<file path="config.mk">
export PLATFORM = sky130hd
export DESIGN_NAME = aes128_ram
export DESIGN_NICKNAME = d
export VERILOG_FILES = /design/src/hw/rtl/aes128_ram.sv
export SDC_FILE = /design/constraint.sdc
export NUM_CORES = 1
export LEC_CHECK = 0
export BUFFER_PORTS_ARGS = -buffer_cell sky130_fd_sc_hd__clkbuf_2
export CAP_MARGIN = 20
export CORE_MARGIN = 1
export CORE_UTILIZATION = 31
export CTS_BUF_LIST = sky130_fd_sc_hd__clkbuf_16
export DETAILED_ROUTE_END_ITERATION = 10
export MAX_ROUTING_LAYER = met4
export PLACE_DENSITY = 0.47
export SKIP_CTS_REPAIR_TIMING = 1
export SLEW_MARGIN = 40
export SYNTH_ARGS = -nofsm -noshare
export SYNTH_HDL_FRONTEND = slang
export SYNTH_SLANG_ARGS = --single-unit
</file>
<file path="constraint.sdc">
create_clock -name clock -period 4.3 [get_ports clock]
set_input_delay 0.43 -clock clock [delete_from_list [all_inputs] [get_ports clock]]
set_output_delay 0.43 -clock clock [all_outputs]
set_load 0.05 [all_outputs]
</file>
<file path="src/hw/rtl/aes128_ram.sv">
module aes128_ram #(
   parameter int Width = 64,
   parameter int Depth = 22
) (
   input  logic                     clock,
   input  logic                     wr_en,
   input  logic [$clog2(Depth)-1:0] wr_addr,
   input  logic [Width-1:0]         wr_data,
   input  logic [$clog2(Depth)-1:0] rd_addr,
   output logic [Width-1:0]         rd_data
);

   logic [Width-1:0] mem_ff [Depth];
   logic [Width-1:0] rd_data_ff;

   always_ff @(posedge clock) begin
      if (wr_en) begin
         mem_ff[wr_addr] <= wr_data;
      end
      rd_data_ff <= mem_ff[rd_addr];
   end

   assign rd_data = rd_data_ff;

endmodule

</file>
# Yosys cells after proc, flatten, opt, wreduce, memory -nomap -nowiden
# Memory sizes are Yosys's and may differ from the RTL's. A register that Yosys moved wholly into a read port is not among the register bits.
# Cells that the tools add are included.
# word_totals
ff_bits,0
mem_bits_rw,1408
output_inout_bits,64
n_memories,1
# memory_table
name,words,width,read_ports,rd_clocked_by_memory_dff,wr,line,source
mem_ff,22,64,1,1,1,13,logic [Width-1:0] mem_ff [Depth];
# classes
muxes,2
# op_table
cell,n
two-way mux 1 bit,2

# Depth between registers and ports, before layout
# Gate-level depths: netlist of run 1.
# depth
depth_word,2
mapped_depth,8

# Worst setup path after synthesis of run 1
# Ideal clock, no wire load.
# synth_timing
kind,input -> register
from,in wr_addr[0]
to,mem mem_ff[0][0] (enable)
arrival_ps,3737
required_ps,3814
slack_ps,77
stages,3
n_path_buf,1
path_cell_list,or3b_2 -> clkbuf_1 -> nor2_1
# synth_lines
element,line,source
from (decl),7,"input logic [$clog2(Depth)-1:0] wr_addr,"
to (decl),13,
# No word-level cell before the write port.

# Worst setup path in the final report of run 1
# layout_timing
from,"reg rd_data_ff[45] (netlist: rd_data[45]), read port of mem_ff"
to,out rd_data[45]
# layout_lines
element,line,source
from (decl),14,logic [Width-1:0] rd_data_ff;
to (decl),10,output logic [Width-1:0] rd_data
# No word-level cell between the ends.

==> metrics.yaml, run 1 <==
worst_setup_path:
  cp.required_ns: 3.87
  crit_path_start: "rd_data[45]"
  cp-start-kind: "flip-flop"
  crit_buf_inv: 1
  critPathSlowestCell: "dfxtp_1"
  rr_startpoint: "mem_ff[7][5]"
  crit_arrival_ns: 1.65
  critPathTopFamily: "flip-flops"
  critPathCaptureType: "output pin"
  crit_cells: 1
  path_cells: "clkbuf_2"
  critPathMaxStageDelay_ns: 0.52
  rr_worst_depth: 4
  cp_max_fo: 1
  critPathKind: "reg2out"
clocking:
  cts_tree: "yes"
  numCtsBuffers: 150
  cts_max_path_buffers: 3
  cts_max_level: 4
  cts-root-buf: "clkbuf_16"
  clk_pin_slew_worst_paths_ns: 0.06
  clock-sinks: 1472
  clk_latency_ns: 0.78
flow_run:
  drv_cap: 0
synth:
  yosysTopAreaCell: "edfxtp_1"
  synth.yosys.seq_area_share_pct: 78.7
  syn_area_per_cell_um2: 20.1
  synth_ff_type: "edfxtp_1"
  synth.ff_latch_count: 1472
  syn_area_mm2: 0.0553
  yosys_warnings: 0
  synth_most_common_cell: "edfxtp_1"
  synthCells: 2751
  synth_edf_count: 1408
  synth_common_cells: "1408 x edfxtp_1, 448 x mux2i_1, 192 x a22oi_1"
  synth-async-reset-ratio_pct: 0
  syn_nets: 2827
  synth_cell_types: 28
  yosys.area.top_type_share_pct: 76.4
  synth_area_leaders: "edfxtp_1 76%, mux2i_1 8.1%, mux4_2 5.2%"
drt:
  first_iter_violations: 2000
  antenna_left: 0
  drt_first_pass_iters: 5
  wire_per_inst_um: 26.5
  vias_per_cell: 4.85
  via_count: 26400
  drc: 0
  wl_mm: 144
sta:
  timing.final.crit_period_ns: 2.08
  finalCritPeriodShare_pct: 48.3
  maxSlewViolCount: 0
  fin_skew_ns: 0.0144
  tightest_slew_ns: 0.848
  setup_violations: 0
  fin_setup_tns_ns: 0
  rsz0062_at_grt: "no"
  fmax_mhz: 482
  hold_violations: 0
  relSlewSlack_pct: 43.3
  setup_slack_ns: 2.22
  hold-worst-slack_ns: 0.139
final_layout:
  nets: 3055
  drive_gt1_share_pct: 19.1
  fillCellCount: 16200
  synthToLayoutAreaGrowth_pct: 16.1
  final_area_mm2: 0.0642
  multi_input_area_mm2: 0.0110
  seq_area_mm2: 0.0436
floorplan:
  initial_core_util_pct: 31.3
  fp.dieArea_mm2: 0.180
  ioPinCount: 140
  core_mm2: 0.177
  fp-row-count: 154
  die_x_um: 424
  die_h_um: 424
place:
  dp_hpwl_mm: 73.0
  place_area_mm2: 0.0595
  io_buffers: 139
  pre_cts_slack_ns: 1.55
  routabilityCongestion: 0.704
min_path:
  hold_class: "in2reg"
  min_from: "wr_data[63]"
  min_path_cells: 1
global_routing:
  grt_usage_pct: 16.5
  antenna_found_initial: 11
  gr-total-overflow: 0
  grt_start_max_net_pins: 84
  grt_pass1_vias: 27200
  grt_pass1_wl_mm: 205
power:
  p_per_area_mw_per_mm2: 471
  leakagePower_nw: 21.3
  power.total_mw: 30.3
  vdd_drop_max_mv: 0.425
status:
  status: "complete, no violations"
## layout make-up
| cell class | instances | area share, % |
|---|---|---|
| diodes | 6 | 0.0234 |
| repair buffers | 225 | 3.04 |
| clock buffers | 154 | 6.00 |
| clock inverters | 127 | 1.41 |
| well taps | 2340 | 4.56 |
| flip-flops and latches | 1472 | 67.8 |
| multi-input cells | 1130 | 17.1 |
## through the flow
| stage | cells | util [%] |
|---|---|---|
| after CTS | 5448 | 36.3 |
| after global placement | 5165 | 33.6 |
| after global routing | 5453 | 36.4 |
| final | 5454 | 36.4 |
| after detailed placement | 5167 | 33.7 |
| after floorplan | 2751 | - |
## cell families (layout without fill, tap and decap cells)
logic type	after synthesis	after routing	synth area share, %
flip-flops	1472	1472	78.7
other	0	6	0
buffers and inverters	149	506	1.75
AND/OR/NAND/NOR	298	298	2.74
multiplexers	576	576	13.3
AO/OA/AOI/OAI	256	256	3.47
## where the power goes
part | switching, mW | internal [mW]
registers | 0.114 | 15.9
clock network | 5.45 | 7.22
logic | 1.08 | 0.481
total | 6.64 | 23.6
## flip-flops by register name, summed over array words and instances (netlist names)
name     cells
mem_ff    1408
rd_data     64
## worst paths after layout
path,to,slack [ns]
max,rd_data[45],2.22
min,mem_ff[5][63],0.14
max reg2reg,rd_data[5],2.70
min reg2reg,rd_data[63],0.64
## layout by cell type (no fill, tap or decap)
| cell | synthesis | layout |
|---|---|---|
| a211oi_1 | 64 | 64 |
| bufinv_16 | 0 | 12 |
| clkinv_2 | 0 | 30 |
| clkbuf_2 | 1 | 136 |
| nor2_1 | 88 | 66 |
| nand2_1 | 66 | 66 |
| or3b_2 | 2 | 2 |
| dfxtp_1 | 64 | 64 |
| mux4_2 | 128 | 128 |
| clkinvlp_4 | 0 | 2 |
| clkinv_8 | 0 | 1 |
| buf_12 | 0 | 45 |
| nand3_1 | 1 | 1 |
| nor2b_1 | 64 | 64 |
| nor4_4 | 1 | 1 |
| mux2i_1 | 448 | 448 |
| clkinv_1 | 0 | 28 |
| nand3b_1 | 4 | 4 |
| and3b_4 | 0 | 1 |
| buf_6 | 38 | 4 |
| buf_4 | 23 | 38 |
| inv_8 | 0 | 1 |
| nor3b_2 | 0 | 1 |
| edfxtp_1 | 1408 | 1408 |
| nor4bb_4 | 0 | 1 |
| inv_6 | 0 | 10 |
| or3_1 | 1 | 1 |
| and2_4 | 0 | 1 |
| buf_16 | 0 | 1 |
| clkbuf_16 | 0 | 154 |
| a22oi_1 | 192 | 192 |
| buf_8 | 0 | 1 |
| diode_2 | 0 | 6 |
| inv_1 | 0 | 43 |
| nand4_1 | 64 | 64 |
| nand2b_4 | 0 | 1 |
| nor2_4 | 0 | 22 |
| nor4b_2 | 0 | 2 |
## metal layers
metal | global-route usage, % | wire length, µm
met5 | - | 0
met4 | 3.84 | 2620
met3 | 2.71 | 5520
met2 | 27.7 | 74000
met1 | 20.7 | 62400
(Power assumes the default switching activity.)
==> inputs of run 2 (changes only) <==
Settings changed: PLACE_DENSITY 0.47 to 0.45.
Clock period 4.3 ns to 2 ns, I/O delays scaled along.
==> run 2 against run 1 <==
Net effect: the run now ends with negative hold slack left; via count rose by 4.8%; wire length grew 3.8%; critical endpoint is now rd_data[0]; flip-flop and latch count unchanged; global-route usage rose by 0.74 points; design area increased by 4.8%; total power increased by 120%; critical path depth did not move; largest cell class unchanged; worst setup slack lost 2.1 ns; combinational power up 140%.
==> metrics.yaml, run 2 (synthesis gave the netlist of run 1 again) <==
worst_setup_path:
  path_cells: "clkbuf_2"
  critPathSlowestCell: "dfxtp_1"
  cp_max_fo: 1  # unchanged
  crit_buf_inv: 1  # unchanged
  cp.required_ns: 1.80  # -2.07 ns
  critPathMaxStageDelay_ns: 0.53  # about the same
  crit_arrival_ns: 1.68  # +0.03 ns
  critPathCaptureType: "output pin"
  critPathTopFamily: "flip-flops"
  ff2ff_setup_slack_ns: 0.21  # -2.49 ns
  critPathKind: "reg2out"
  cp-start-kind: "flip-flop"
clocking:
  cts_tree: "yes"
  clk_pin_slew_worst_paths_ns: 0.06  # about the same
  clock-sinks: 1472  # unchanged
  clk_latency_ns: 0.80  # +0.02 ns
  cts-root-buf: "clkbuf_16"
  numCtsBuffers: 163  # +8.7%
  cts_max_path_buffers: 3  # unchanged
  cts_max_level: 4  # unchanged
power:
  leakagePower_nw: 22.8  # +7.0%
  p_comb_share_pct: 5.7  # +0.5 points
  seqPwrFrac_pct: 52.0  # -1.0 points
  p_sw_share_pct: 22.2  # +0.22 points
  power_switching_mw: 14.7  # +120%
  power.internal_mw: 51.7  # +120%
  vdd_drop_max_mv: 0.853  # +100%
  p_per_area_mw_per_mm2: 985  # +110%
  clockPowerShare_pct: 42.3  # +0.5 points
sta:
  maxSlewViolCount: 0  # unchanged
  setup_violations: 0  # unchanged
  relSlewSlack_pct: 51.6  # +8.3 points
  tightest_slew_ns: 0.722  # -0.126 ns
  finalCritPeriodShare_pct: 93.9
  fin_skew_ns: 0.0231  # +0.00865 ns
  fin_setup_tns_ns: 0  # unchanged
  timing.final.crit_period_ns: 1.88
  rsz0062_at_grt: "no"
  hold-worst-slack_ns: -0.00957  # -0.148 ns
  fmax_mhz: 533
  hold_violations: 8  # +8
global_routing:
  grt_usage_pct: 17.2  # +0.74 points
  grt_pass1_vias: 29100  # +6.9%
  grt_pass1_wl_mm: 215  # +4.8%
  grt_start_max_net_pins: 83  # -1.2%
  gr-total-overflow: 0  # unchanged
  antenna_found_initial: 6  # -5
final_layout:
  synthToLayoutAreaGrowth_pct: 21.7
  layout_commonest_cell: "edfxtp_1"
  fin_util_pct: 38.1  # +1.8 points
  drive_gt1_share_pct: 23.1  # +4.0 points
  top_register: "mem_ff"
  nets: 3299  # +8.0%
  final_cell_mix: "1408 x edfxtp_1, 448 x mux2i_1, 192 x a22oi_1"
  largest_reg_flops: 1408  # unchanged
flow_run:
  drv_cap: 0  # unchanged
floorplan:
  die_h_um: 424  # unchanged
  fp.dieArea_mm2: 0.180  # unchanged
  die_x_um: 424  # unchanged
  ioPinCount: 140  # unchanged
  core_mm2: 0.177  # unchanged
  fp-row-count: 154  # unchanged
  initial_core_util_pct: 31.3  # unchanged
drt:
  wire_per_inst_um: 26.3  # -0.79%
  first_iter_violations: 1920  # -4.0%
  antenna_left: 0  # unchanged
  drt_first_pass_iters: 5  # unchanged
  via_count: 27700  # +4.8%
  vias_per_cell: 4.86  # +0.17%
  drc: 0  # unchanged
  wl_mm: 150  # +3.8%
status:
  violations: "negative hold slack"
  status: "finished with violations"
min_path:
  hold_class: "in2reg"
place:
  io_buffers: 139  # unchanged
  dp_hpwl_mm: 91.8  # +26%
  routabilityCongestion: 0.769  # +9.3%
[run 2: power by group through the flow]
stage	Clock [mW]	Combinational (mW)	Sequential (mW)
finish	28.1	3.80	34.5
floorplan	0	1.59	35.6
detailed placement	0	3.78	35.2
CTS	28.8	3.79	34.5
global route	30.0	4.06	34.5
global placement	0	3.73	35.1
[run 2: metrics by stage]
step / power, mW / area, µm² / cells / hold WS, ns / setup WS, ns
6_report: 66.4 / 67400 / 5706 / -0.00957 / 0.123
5_1_grt: 68.6 / 67300 / 5705 / 0.00781 / 0.0852
4_1_cts: 67.1 / 66700 / 5642 / -0.164 / 0.0276
3_5_place_dp: 38.9 / 61700 / 5339 / 0.659 / -0.288
3_3_place_gp: 38.9 / 61700 / 5339 / 0.655 / -0.292
2_1_floorplan: 37.2 / 55500 / 2751 / 0.299 / -0.184
[run 2: cell type report]
cell class | instances | area (µm²)
antenna | 5 | 12.5
clock buffer | 166 | 4150
clock inverter | 137 | 880
fill | 16000 | 109000
multi-input combinational | 1130 | 11000
sequential | 1472 | 43600
tap | 2340 | 2930
timing repair buffer | 456 | 4780
[run 2: metal layers]
layer	global-route usage, %	part of all wire [%]	vias to the layer above
met1	21.6	44	14800
met2	28.9	51	481
met5	-	0	-
met4	4.84	2.3	0
met3	2.56	3.1	198
li1	-	-	12200
[run 2: worst paths after layout]
path,startpoint,end,cells after the start
worst min-delay path,wr_data[43],mem_ff[13][43],1
worst min register to register,mem_ff[16][39],rd_data[39],4
worst max register to register,mem_ff[7][39],rd_data[39],4
worst max-delay path,rd_data[0],rd_data[0],1
